`src/hw/rtl/idst_pkg.sv`:
```
// Shared constants, action codes and the result word type of the id set table.
// Depends on nothing; the interfaces, the sequencer and the top level use it by scoped names.
package idst_pkg;

    localparam int DEFAULT_CAPACITY = 64;

    localparam int ACTION_W = 3;
    localparam int IDENT_W  = 32;
    localparam int ENTRY_W  = 31;
    localparam int POS_W    = 8;
    localparam int FILL_W   = 7;

    localparam logic [ACTION_W-1:0] ACT_ADD     = 3'd0;
    localparam logic [ACTION_W-1:0] ACT_DEL_ID  = 3'd1;
    localparam logic [ACTION_W-1:0] ACT_DEL_POS = 3'd2;
    localparam logic [ACTION_W-1:0] ACT_QUERY   = 3'd3;
    localparam logic [ACTION_W-1:0] ACT_READ    = 3'd4;

    localparam logic [IDENT_W-1:0] NONE_IDENT = 32'hFFFF_FFFF;

    typedef struct packed {
        logic                      status;
        logic                      found;
        logic signed [IDENT_W-1:0] read_ident;
        logic [FILL_W-1:0]         fill_count;
    } result_t;

endpackage

```
`src/hw/rtl/idst_in_if.sv`:
```
// Request channel of the id set table: valid/ready handshake and the request word.
// Depends on idst_pkg for the field widths.
interface idst_in_if;
    logic                                valid;
    logic                                ready;
    logic [idst_pkg::ACTION_W-1:0]       action;
    logic signed [idst_pkg::IDENT_W-1:0] ident;
    logic [idst_pkg::POS_W-1:0]          position;

    modport source (output valid, action, ident, position, input ready);
    modport sink (input valid, action, ident, position, output ready);
endinterface

```
`src/hw/rtl/idst_out_if.sv`:
```
// Result channel of the id set table: valid/ready handshake and the result word.
// Depends on idst_pkg for the field widths.
interface idst_out_if;
    logic                                valid;
    logic                                ready;
    logic                                status;
    logic                                found;
    logic signed [idst_pkg::IDENT_W-1:0] read_ident;
    logic [idst_pkg::FILL_W-1:0]         fill_count;

    modport source (output valid, status, found, read_ident, fill_count, input ready);
    modport sink (input valid, status, found, read_ident, fill_count, output ready);
endinterface

```
`src/hw/rtl/idst_ram.sv`:
```
// Generic single-port-write, single-port-read RAM with a registered read.
// Depends on nothing.
module idst_ram #(
    parameter int WIDTH = 31,
    parameter int DEPTH = 64,
    localparam int ADDR_W = (DEPTH > 1) ? $clog2(DEPTH) : 1
) (
    input  logic              clk,
    input  logic              wr_en,
    input  logic [ADDR_W-1:0] wr_addr,
    input  logic [WIDTH-1:0]  wr_data,
    input  logic              rd_en,
    input  logic [ADDR_W-1:0] rd_addr,
    output logic [WIDTH-1:0]  rd_data
);

    logic [WIDTH-1:0] mem [DEPTH];

    always_ff @(posedge clk)
    begin
        if (wr_en)
        begin
            mem[wr_addr] <= wr_data;
        end
        if (rd_en)
        begin
            rd_data <= mem[rd_addr];
        end
    end

endmodule

```
`src/hw/rtl/idst_seq.sv`:
```
// Sequencer of the id set table: decodes a request, drives the entry RAM and runs the
// shared compare/index unit over the stored entries. Depends on idst_pkg and idst_in_if.
module idst_seq #(
    parameter int CAPACITY = idst_pkg::DEFAULT_CAPACITY,
    localparam int IDX_W = (CAPACITY > 1) ? $clog2(CAPACITY) : 1
) (
    input  logic                           clk,
    input  logic                           rst_n,
    idst_in_if.sink                        request,
    output idst_pkg::result_t              word,
    output logic                           word_load,
    input  logic                           word_free,
    output logic                           ram_wr_en,
    output logic [IDX_W-1:0]               ram_wr_addr,
    output logic [idst_pkg::ENTRY_W-1:0]   ram_wr_data,
    output logic                           ram_rd_en,
    output logic [IDX_W-1:0]               ram_rd_addr,
    input  logic [idst_pkg::ENTRY_W-1:0]   ram_rd_data
);

    localparam int CNT_W = $clog2(CAPACITY + 1);
    localparam int CMP_W = (CNT_W > idst_pkg::POS_W) ? CNT_W : idst_pkg::POS_W;

    localparam logic [2:0] S_IDLE   = 3'd0;
    localparam logic [2:0] S_DECODE = 3'd1;
    localparam logic [2:0] S_SCAN   = 3'd2;
    localparam logic [2:0] S_MOVE   = 3'd3;
    localparam logic [2:0] S_RDATA  = 3'd4;
    localparam logic [2:0] S_DONE   = 3'd5;

    logic [2:0]                          state_reg, state_next;
    logic [idst_pkg::ACTION_W-1:0]       act_reg, act_next;
    logic [idst_pkg::ENTRY_W-1:0]        id_reg, id_next;
    logic                                neg_reg, neg_next;
    logic [idst_pkg::POS_W-1:0]          pos_reg, pos_next;
    logic [IDX_W-1:0]                    idx_reg, idx_next;
    logic [IDX_W-1:0]                    slot_reg, slot_next;
    logic [CNT_W-1:0]                    count_reg, count_next;
    logic                                status_reg, status_next;
    logic                                found_reg, found_next;
    logic [idst_pkg::IDENT_W-1:0]        read_reg, read_next;

    logic                                pos_ok;
    logic [IDX_W-1:0]                    pos_idx;
    logic [IDX_W-1:0]                    last_idx;
    logic [CNT_W-1:0]                    idx_inc;
    logic                                hit;

    assign pos_ok   = CMP_W'(pos_reg) < CMP_W'(count_reg);
    assign pos_idx  = pos_reg[IDX_W-1:0];
    assign last_idx = IDX_W'(count_reg - CNT_W'(1));
    assign idx_inc  = CNT_W'(idx_reg) + CNT_W'(1);
    assign hit      = (ram_rd_data == id_reg);

    assign request.ready = (state_reg == S_IDLE);

    assign word.status     = status_reg;
    assign word.found      = found_reg;
    assign word.read_ident = read_reg;
    assign word.fill_count = idst_pkg::FILL_W'(count_reg);

    always_comb
    begin
        state_next  = state_reg;
        act_next    = act_reg;
        id_next     = id_reg;
        neg_next    = neg_reg;
        pos_next    = pos_reg;
        idx_next    = idx_reg;
        slot_next   = slot_reg;
        count_next  = count_reg;
        status_next = status_reg;
        found_next  = found_reg;
        read_next   = read_reg;
        ram_wr_en   = 1'b0;
        ram_wr_addr = slot_reg;
        ram_wr_data = ram_rd_data;
        ram_rd_en   = 1'b0;
        ram_rd_addr = last_idx;
        word_load   = 1'b0;

        case (state_reg)
            S_IDLE:
            begin
                if (request.valid)
                begin
                    act_next    = request.action;
                    id_next     = request.ident[idst_pkg::ENTRY_W-1:0];
                    neg_next    = request.ident[idst_pkg::IDENT_W-1];
                    pos_next    = request.position;
                    status_next = 1'b1;
                    found_next  = 1'b0;
                    read_next   = idst_pkg::NONE_IDENT;
                    state_next  = S_DECODE;
                end
            end
            S_DECODE:
            begin
                state_next = S_DONE;
                case (act_reg)
                    idst_pkg::ACT_ADD:
                    begin
                        if (!neg_reg && (count_reg < CNT_W'(CAPACITY)))
                        begin
                            ram_wr_en   = 1'b1;
                            ram_wr_addr = count_reg[IDX_W-1:0];
                            ram_wr_data = id_reg;
                            count_next  = count_reg + CNT_W'(1);
                            status_next = 1'b0;
                        end
                    end
                    idst_pkg::ACT_DEL_ID:
                    begin
                        if (!neg_reg && (count_reg != '0))
                        begin
                            idx_next    = '0;
                            ram_rd_en   = 1'b1;
                            ram_rd_addr = '0;
                            state_next  = S_SCAN;
                        end
                    end
                    idst_pkg::ACT_QUERY:
                    begin
                        if (!neg_reg && (id_reg != '0))
                        begin
                            status_next = 1'b0;
                            if (count_reg != '0)
                            begin
                                idx_next    = '0;
                                ram_rd_en   = 1'b1;
                                ram_rd_addr = '0;
                                state_next  = S_SCAN;
                            end
                        end
                    end
                    idst_pkg::ACT_DEL_POS:
                    begin
                        if (pos_ok)
                        begin
                            slot_next   = pos_idx;
                            ram_rd_en   = 1'b1;
                            ram_rd_addr = last_idx;
                            state_next  = S_MOVE;
                        end
                    end
                    idst_pkg::ACT_READ:
                    begin
                        if (pos_ok)
                        begin
                            ram_rd_en   = 1'b1;
                            ram_rd_addr = pos_idx;
                            state_next  = S_RDATA;
                        end
                    end
                    default:
                    begin
                        state_next = S_DONE;
                    end
                endcase
            end
            S_SCAN:
            begin
                // The RAM output holds the entry at idx_reg; the next address is
                // issued in the same cycle so that one entry is checked per cycle.
                if (hit)
                begin
                    if (act_reg == idst_pkg::ACT_QUERY)
                    begin
                        found_next = 1'b1;
                        state_next = S_DONE;
                    end
                    else
                    begin
                        slot_next   = idx_reg;
                        ram_rd_en   = 1'b1;
                        ram_rd_addr = last_idx;
                        state_next  = S_MOVE;
                    end
                end
                else if (idx_inc < count_reg)
                begin
                    idx_next    = idx_inc[IDX_W-1:0];
                    ram_rd_en   = 1'b1;
                    ram_rd_addr = idx_inc[IDX_W-1:0];
                end
                else
                begin
                    state_next = S_DONE;
                end
            end
            S_MOVE:
            begin
                ram_wr_en   = 1'b1;
                ram_wr_addr = slot_reg;
                ram_wr_data = ram_rd_data;
                count_next  = count_reg - CNT_W'(1);
                status_next = 1'b0;
                state_next  = S_DONE;
            end
            S_RDATA:
            begin
                read_next   = {1'b0, ram_rd_data};
                status_next = 1'b0;
                state_next  = S_DONE;
            end
            S_DONE:
            begin
                if (word_free)
                begin
                    word_load  = 1'b1;
                    state_next = S_IDLE;
                end
            end
            default:
            begin
                state_next = S_IDLE;
            end
        endcase
    end

    always_ff @(posedge clk or negedge rst_n)
    begin
        if (!rst_n)
        begin
            state_reg <= S_IDLE;
            count_reg <= '0;
        end
        else
        begin
            state_reg <= state_next;
            count_reg <= count_next;
        end
    end

    always_ff @(posedge clk)
    begin
        act_reg    <= act_next;
        id_reg     <= id_next;
        neg_reg    <= neg_next;
        pos_reg    <= pos_next;
        idx_reg    <= idx_next;
        slot_reg   <= slot_next;
        status_reg <= status_next;
        found_reg  <= found_next;
        read_reg   <= read_next;
    end

endmodule

```
`src/hw/rtl/id_set_table.sv`:
```
// Top level of the id set table: entry RAM, sequencer and the result word register.
// Depends on idst_pkg, idst_in_if, idst_out_if, idst_ram and idst_seq.
//
// The block keeps an unordered table of up to CAPACITY identifiers in a single RAM and
// serves one request word at a time. Add and every request refused at decode pass from
// the decode state to the done state and from there into the result register; read and
// delete by position pass through the read-data or the move state on the way. Delete by
// id and membership query scan the stored entries through the single RAM read port, one
// entry per cycle, before the done state. A new request word is accepted while the
// previous result word still waits in the output register.
module id_set_table #(
    parameter int CAPACITY = idst_pkg::DEFAULT_CAPACITY
) (
    input  logic        clk,
    input  logic        rst_n,
    idst_in_if.sink     request,
    idst_out_if.source  result
);

    localparam int IDX_W = (CAPACITY > 1) ? $clog2(CAPACITY) : 1;

    idst_pkg::result_t                done_word;
    logic                             done_load;
    logic                             done_free;
    logic                             ram_wr_en;
    logic [IDX_W-1:0]                 ram_wr_addr;
    logic [idst_pkg::ENTRY_W-1:0]     ram_wr_data;
    logic                             ram_rd_en;
    logic [IDX_W-1:0]                 ram_rd_addr;
    logic [idst_pkg::ENTRY_W-1:0]     ram_rd_data;

    logic                             out_valid_reg;
    idst_pkg::result_t                out_word_reg;

    idst_ram #(
        .WIDTH (idst_pkg::ENTRY_W),
        .DEPTH (CAPACITY)
    ) u_ram (
        .clk     (clk),
        .wr_en   (ram_wr_en),
        .wr_addr (ram_wr_addr),
        .wr_data (ram_wr_data),
        .rd_en   (ram_rd_en),
        .rd_addr (ram_rd_addr),
        .rd_data (ram_rd_data)
    );

    idst_seq #(
        .CAPACITY (CAPACITY)
    ) u_seq (
        .clk         (clk),
        .rst_n       (rst_n),
        .request     (request),
        .word        (done_word),
        .word_load   (done_load),
        .word_free   (done_free),
        .ram_wr_en   (ram_wr_en),
        .ram_wr_addr (ram_wr_addr),
        .ram_wr_data (ram_wr_data),
        .ram_rd_en   (ram_rd_en),
        .ram_rd_addr (ram_rd_addr),
        .ram_rd_data (ram_rd_data)
    );

    assign done_free = !out_valid_reg || result.ready;

    always_ff @(posedge clk or negedge rst_n)
    begin
        if (!rst_n)
        begin
            out_valid_reg <= 1'b0;
        end
        else if (done_load)
        begin
            out_valid_reg <= 1'b1;
        end
        else if (result.ready)
        begin
            out_valid_reg <= 1'b0;
        end
    end

    always_ff @(posedge clk)
    begin
        if (done_load)
        begin
            out_word_reg <= done_word;
        end
    end

    assign result.valid      = out_valid_reg;
    assign result.status     = out_word_reg.status;
    assign result.found      = out_word_reg.found;
    assign result.read_ident = out_word_reg.read_ident;
    assign result.fill_count = out_word_reg.fill_count;

endmodule
```
`src/flat_wrapper.sv`:
```
// flat-port wrapper written by rule: the top's interface ports become plain ports
module id_set_table_flat 
#(
    parameter int CAPACITY = idst_pkg::DEFAULT_CAPACITY
)
  (clk, rst_n, request_valid, request_action, request_ident, request_position, request_ready, result_valid, result_status, result_found, result_read_ident, result_fill_count, result_ready);
  idst_in_if request_i ();
  idst_out_if result_i ();
  input  logic clk;
  input  logic rst_n;
  input wire logic [$bits(request_i.valid)-1:0] request_valid;
  input wire logic [$bits(request_i.action)-1:0] request_action;
  input wire logic [$bits(request_i.ident)-1:0] request_ident;
  input wire logic [$bits(request_i.position)-1:0] request_position;
  output wire logic [$bits(request_i.ready)-1:0] request_ready;
  output wire logic [$bits(result_i.valid)-1:0] result_valid;
  output wire logic [$bits(result_i.status)-1:0] result_status;
  output wire logic [$bits(result_i.found)-1:0] result_found;
  output wire logic [$bits(result_i.read_ident)-1:0] result_read_ident;
  output wire logic [$bits(result_i.fill_count)-1:0] result_fill_count;
  input wire logic [$bits(result_i.ready)-1:0] result_ready;
  assign request_i.valid = request_valid;
  assign request_i.action = request_action;
  assign request_i.ident = request_ident;
  assign request_i.position = request_position;
  assign request_ready = request_i.ready;
  assign result_valid = result_i.valid;
  assign result_status = result_i.status;
  assign result_found = result_i.found;
  assign result_read_ident = result_i.read_ident;
  assign result_fill_count = result_i.fill_count;
  assign result_i.ready = result_ready;
  id_set_table #(.CAPACITY(CAPACITY)) u_core (.clk(clk), .rst_n(rst_n), .request(request_i), .result(result_i));
endmodule
```
`config.mk`:
```
export PLATFORM = sky130hd
export DESIGN_NAME = id_set_table_flat
export DESIGN_NICKNAME = d
export VERILOG_FILES = /design/src/hw/rtl/idst_pkg.sv /design/src/hw/rtl/idst_in_if.sv /design/src/hw/rtl/idst_out_if.sv /design/src/hw/rtl/idst_ram.sv /design/src/hw/rtl/idst_seq.sv /design/src/hw/rtl/id_set_table.sv /design/src/flat_wrapper.sv
export SDC_FILE = /design/constraint.sdc
export NUM_CORES = 2
export LEC_CHECK = 0
export BUFFER_PORTS_ARGS = -buffer_cell sky130_fd_sc_hd__buf_2
export CAP_MARGIN = 20
export CORE_UTILIZATION = 38
export CTS_CLUSTER_SIZE = 40
export DETAILED_ROUTE_END_ITERATION = 8
export GPL_ROUTABILITY_DRIVEN = 0
export GPL_TIMING_DRIVEN = 0
export PLACE_DENSITY = 0.51
export SKIP_CTS_REPAIR_TIMING = 1
export SLEW_MARGIN = 20
export SYNTH_ARGS = -nofsm -noshare
export SYNTH_HDL_FRONTEND = slang
export SYNTH_HIERARCHICAL = 1
export SYNTH_SLANG_ARGS = --single-unit
```
`constraint.sdc`:
```
create_clock -name clk -period 10.73 [get_ports clk]
set_input_delay 2.146 -clock clk [delete_from_list [all_inputs] [get_ports clk]]
set_output_delay 2.146 -clock clk [all_outputs]
set_load 0.02 [all_outputs]
```
==> impl_metrics.tcl <==
set metrics [dict create \
    status "completed" \
    timing.final.crit_period_ns 6.94 \
    critical_path.endpoint_type "flop" \
    postSynthAreaPerCell_um2 21.0 \
    gr_ovfl_total 0 \
    route.vias.total 41700 \
    drive_above_1_share_pct 25.5 \
    ff_to_ff_end "u_core/u_ram/rd_data[18]$_DFFE_PP_" \
    tritoncts "yes" \
    wl_mm 236 \
    power.density_cell_area_mw_per_mm2 314 \
    drt-wirelength-per-cell_um 31.6 \
    initialDrtViolationCount 4057 \
    regToRegStartpoint "u_core/u_seq/idx_reg[0]$_SDFFCE_PN0P_" \
    final_max_slew_viol_count 0 \
    cp_common_cell "sky130_fd_sc_hd__buf_2" \
    drcViolationCount 0 \
    placed_area_mm2 0.0906 \
    asyncSetResetFlopFracSynth_pct 0.510 \
    die-width_um 470 \
    fp.coreArea_mm2 0.217 \
    via_per_inst 5.59 \
    finish.net_count 4464 \
    first_global_vias 41900 \
    layout.core_utilization_pct 44.8 \
    postSynthRegisterBits 2156 \
    timing.critical_path.slowest_stage_cell "sky130_fd_sc_hd__o31ai_1" \
    yosysUniqueCellTypes 68 \
    clk_sinks 2156 \
    clk-insertion-delay-late_ns 0.88 \
    top_level_pins 90 \
    die-height_um 470 \
    fillerInstances 18400 \
    reg2regPathDepth 18 \
    timing.critical_path.fanout_max 10 \
    effective_utilization_at_floorplan_pct 38.3 \
    final.setup_skew_ns 0.0660 \
    power.static_leakage_nw 31.1 \
    max_capacitance_violation_total 0 \
    syn2layout_area_growth_pct 17.1 \
    timing_hold_violations_final 0 \
    drtPass1Iterations 5 \
    worst_hold_path_type "flop to flop" \
    rsz_0062_raised_after_global_routing "no" \
    postSynthCellCount 3949 \
    total_routing_resource_utilization_after_global_routing_pct 21.3 \
    multi_input_area_mm2 0.0182 \
    min-delay-start "u_core/u_seq/read_reg[15]$_SDFFCE_PN1P_" \
    clockBufferDepth 3 \
    worstHoldEndpoint "u_core/result.read_ident[15]$_DFFE_PP_" \
    synth_seq_area_share_pct 77.8 \
    maximum_level_of_the_cts_h_tree 4 \
    timing.setup.critical_path_class "flop to flop" \
    max_slew.worst_pin.slew_ns 1.38 \
    max_slew_margin_pct 7.15 \
    clk_root_buffer_cell "sky130_fd_sc_hd__clkbuf_16" \
    mappedNetlistArea_mm2 0.0831 \
    startpoint_type "flop" \
    final.period_utilization_pct 64.6 \
    number_of_buffers_inserted_during_clock_tree_synthesis 219 \
    crit_path_cell_trace "ha_1 -> xor2_1 -> ha_1 -> o21a_1 -> o2111ai_1 -> a21boi_2 -> nor4b_4 -> buf_2 -> a22oi_1 -> o21ai_2 -> buf_2 -> buf_2 -> buf_4 -> nand3b_1 -> clkbuf_1 -> o22ai_1 -> o31ai_1 -> and3_1" \
    synth_edf_count 2145 \
    sequential_cell_area_mm2 0.0647 \
    critical_path_arrival_ns 7.64 \
    clk_transition_reported_paths_ns 0.06 \
    port-buffer-count 89 \
    grt_start_max_net_pins 65 \
    ys.warnings.count 6 \
    required_ns 11.43 \
    post-dp-hpwl_mm 163 \
    dieArea_mm2 0.221 \
    reg_to_reg_slack_setup_ns 3.79 \
    antenna_violation_net_count_after_detailed_routing 0 \
    antenna_found_initial 25 \
    grt_pass1_wl_mm 329 \
    largest_reg_flops 1984 \
    worst_hold_path_depth 0 \
    fmax_ghz 0.144 \
    fin_hold_ws_ns 0.417 \
    final_setup_viols 0 \
    vdd.ir_drop.worst_uv 212 \
    setup-tns-final_ns 0 \
    commonest_register_cell_after_synthesis "sky130_fd_sc_hd__edfxtp_1" \
    row_count 171 \
    critPathMaxStageDelay_ns 1.14 \
    postSynthNetCount 4011 \
    post-route-cell-area_mm2 0.0973 \
]
-- stage by stage --
| step | std cells | power, mW | setup slack [ns] |
|---|---|---|---|
| floorplan | 3949 | 17.6 | 5.85 |
| detailed placement | 7035 | 23.6 | 3.98 |
| global route | 7439 | 31.5 | 3.65 |
| global placement | 6892 | 23.3 | 2.21 |
| CTS | 7437 | 30.8 | 3.98 |
| finish | 7463 | 30.6 | 3.79 |
-- per-layer routing --
metal | GRT usage [%] | vias to the layer above | wire, um
met5 | 0 | - | 271
met1 | 29.5 | 22600 | 102000
li1 | - | 17400 | -
met3 | 3.09 | 316 | 12800
met2 | 34.0 | 1341 | 112000
met4 | 7.96 | 4 | 8380
-- power breakdown --
group	internal, mW	leakage (nW)	switching [mW]
registers	10.4	19.4	0.137
logic	4.28	8.44	8.54
clock network	4.01	3.28	3.21
total	18.7	31.1	11.9
-- worst max-delay path by stage --
stage | start | endpoint | cells past startpoint
after global routing | u_core/u_seq/idx_reg[0]$_SDFFCE_PN0P_ | u_core/u_ram/rd_data[17]$_DFFE_PP_ | 19
after global placement | u_core/u_seq/act_reg[1]$_DFFE_PP_ | u_core/u_ram/mem[62][12]$_DFFE_PP_ | 8
after CTS | u_core/u_seq/idx_reg[0]$_SDFFCE_PN0P_ | u_core/u_ram/rd_data[10]$_DFFE_PP_ | 18
after floorplan | u_core/u_seq/act_reg[0]$_DFFE_PP_ | u_core/u_ram/mem[42][0]$_DFFE_PP_ | 9
final | u_core/u_seq/idx_reg[0]$_SDFFCE_PN0P_ | u_core/u_ram/rd_data[18]$_DFFE_PP_ | 18
after detailed placement | u_core/u_seq/idx_reg[0]$_SDFFCE_PN0P_ | u_core/u_ram/rd_data[10]$_DFFE_PP_ | 18
-- kinds of logic after synthesis --
group,share of synthesized area (%)
xor+xnor,0.474
buf+inv,1.31
simple gates,2.31
mux,14.5
compound gates,3.33
flops,77.8
fa+ha+maj,0.226
-- synth_stat cells, types with 3 or more instances --
master / instances / area share, %
sky130_fd_sc_hd__edfxtp_1: 2145 / 78
sky130_fd_sc_hd__mux2i_1: 305 / 3.7
sky130_fd_sc_hd__and3_1: 33 / 0.25
sky130_fd_sc_hd__nand2_1: 135 / 0.61
sky130_fd_sc_hd__o21ai_0: 56 / 0.34
sky130_fd_sc_hd__mux2_2: 3 / 0.041
sky130_fd_sc_hd__dfrtp_1: 11 / 0.33
sky130_fd_sc_hd__buf_4: 34 / 0.31
sky130_fd_sc_hd__o21ai_2: 5 / 0.053
sky130_fd_sc_hd__nor4_1: 13 / 0.098
sky130_fd_sc_hd__a22oi_1: 115 / 1.0
sky130_fd_sc_hd__a31oi_1: 56 / 0.42
sky130_fd_sc_hd__xor2_1: 12 / 0.13
sky130_fd_sc_hd__o21ai_1: 10 / 0.060
sky130_fd_sc_hd__and2_1: 6 / 0.045
sky130_fd_sc_hd__nor3_1: 21 / 0.13
sky130_fd_sc_hd__xnor2_1: 33 / 0.35
sky130_fd_sc_hd__o21a_1: 3 / 0.027
sky130_fd_sc_hd__nand3_1: 15 / 0.090
sky130_fd_sc_hd__nor2b_1: 7 / 0.053
sky130_fd_sc_hd__nand4_1: 10 / 0.075
sky130_fd_sc_hd__mux4_2: 398 / 11
sky130_fd_sc_hd__or3_1: 6 / 0.045
sky130_fd_sc_hd__o31ai_1: 27 / 0.24
sky130_fd_sc_hd__nand4b_1: 3 / 0.032
sky130_fd_sc_hd__nand3b_1: 6 / 0.054
sky130_fd_sc_hd__nor2_1: 76 / 0.34
sky130_fd_sc_hd__a211oi_1: 3 / 0.027
sky130_fd_sc_hd__inv_1: 12 / 0.054
sky130_fd_sc_hd__o22ai_1: 87 / 0.65
sky130_fd_sc_hd__buf_2: 66 / 0.40
sky130_fd_sc_hd__ha_1: 15 / 0.23
sky130_fd_sc_hd__clkbuf_1: 100 / 0.45
sky130_fd_sc_hd__a21oi_1: 6 / 0.036
sky130_fd_sc_hd__nand2b_1: 36 / 0.27
sky130_fd_sc_hd__buf_1: 14 / 0.063
sky130_fd_sc_hd__a21o_1: 29 / 0.26
-- cell type report --
cell class | instances | area share (%)
clock buffer | 271 | 5.88
timing repair buffer | 232 | 3.14
tap | 2854 | 3.67
clock inverter | 131 | 1.01
antenna | 26 | 0.0669
multi-input combinational | 1563 | 18.7
inverter | 13 | 0.0501
sequential | 2156 | 66.5
buffer | 217 | 1.08
-- worst max-delay path: cells and delay by family, from the launching register on --
| kind | cells | cell delay (ns) |
|---|---|---|
| AOI/OAI and AO/OA | 7 | 2.07 |
| xor gates and xnor gates | 1 | 0.37 |
| adders and majority gates | 2 | 0.60 |
| buffers and inverters | 5 | 2.04 |
| DFF | 1 | 0.49 |
| and+or+nand+nor | 3 | 1.19 |
-- cell usage in the layout (no fill, tap or decap), types with 7 or more instances in the layout --
cell type / Yosys / layout
sky130_fd_sc_hd__and3_1: 33 / 33
sky130_fd_sc_hd__diode_2: 0 / 26
sky130_fd_sc_hd__nor2_4: 0 / 56
sky130_fd_sc_hd__o21ai_1: 10 / 10
sky130_fd_sc_hd__buf_4: 34 / 74
sky130_fd_sc_hd__mux2i_1: 305 / 305
sky130_fd_sc_hd__buf_16: 0 / 42
sky130_fd_sc_hd__o31ai_1: 27 / 10
sky130_fd_sc_hd__nor4_1: 13 / 13
sky130_fd_sc_hd__buf_12: 0 / 53
sky130_fd_sc_hd__nor3_2: 0 / 9
sky130_fd_sc_hd__edfxtp_1: 2145 / 2145
sky130_fd_sc_hd__a21o_1: 29 / 29
sky130_fd_sc_hd__buf_1: 14 / 14
sky130_fd_sc_hd__xnor2_1: 33 / 33
sky130_fd_sc_hd__nand4_1: 10 / 10
sky130_fd_sc_hd__a31oi_1: 56 / 56
sky130_fd_sc_hd__clkbuf_1: 100 / 147
sky130_fd_sc_hd__buf_6: 2 / 10
sky130_fd_sc_hd__nand2_1: 135 / 104
sky130_fd_sc_hd__nand2b_1: 36 / 36
sky130_fd_sc_hd__nor2b_1: 7 / 7
sky130_fd_sc_hd__a22oi_1: 115 / 115
sky130_fd_sc_hd__o21ai_0: 56 / 56
sky130_fd_sc_hd__nor3_1: 21 / 12
sky130_fd_sc_hd__clkinv_1: 0 / 64
sky130_fd_sc_hd__o22ai_1: 87 / 87
sky130_fd_sc_hd__clkbuf_16: 0 / 221
sky130_fd_sc_hd__nand2_4: 0 / 29
sky130_fd_sc_hd__bufinv_16: 0 / 10
sky130_fd_sc_hd__buf_2: 66 / 155
sky130_fd_sc_hd__xor2_1: 12 / 12
sky130_fd_sc_hd__nand3_1: 15 / 15
sky130_fd_sc_hd__clkinv_2: 0 / 36
sky130_fd_sc_hd__dfrtp_1: 11 / 11
sky130_fd_sc_hd__inv_1: 12 / 12
sky130_fd_sc_hd__mux4_2: 398 / 398
sky130_fd_sc_hd__ha_1: 15 / 15
sky130_fd_sc_hd__nor2_1: 76 / 19
sky130_fd_sc_hd__o31ai_2: 0 / 11
Note: power is estimated with default switching activity, not from simulation.
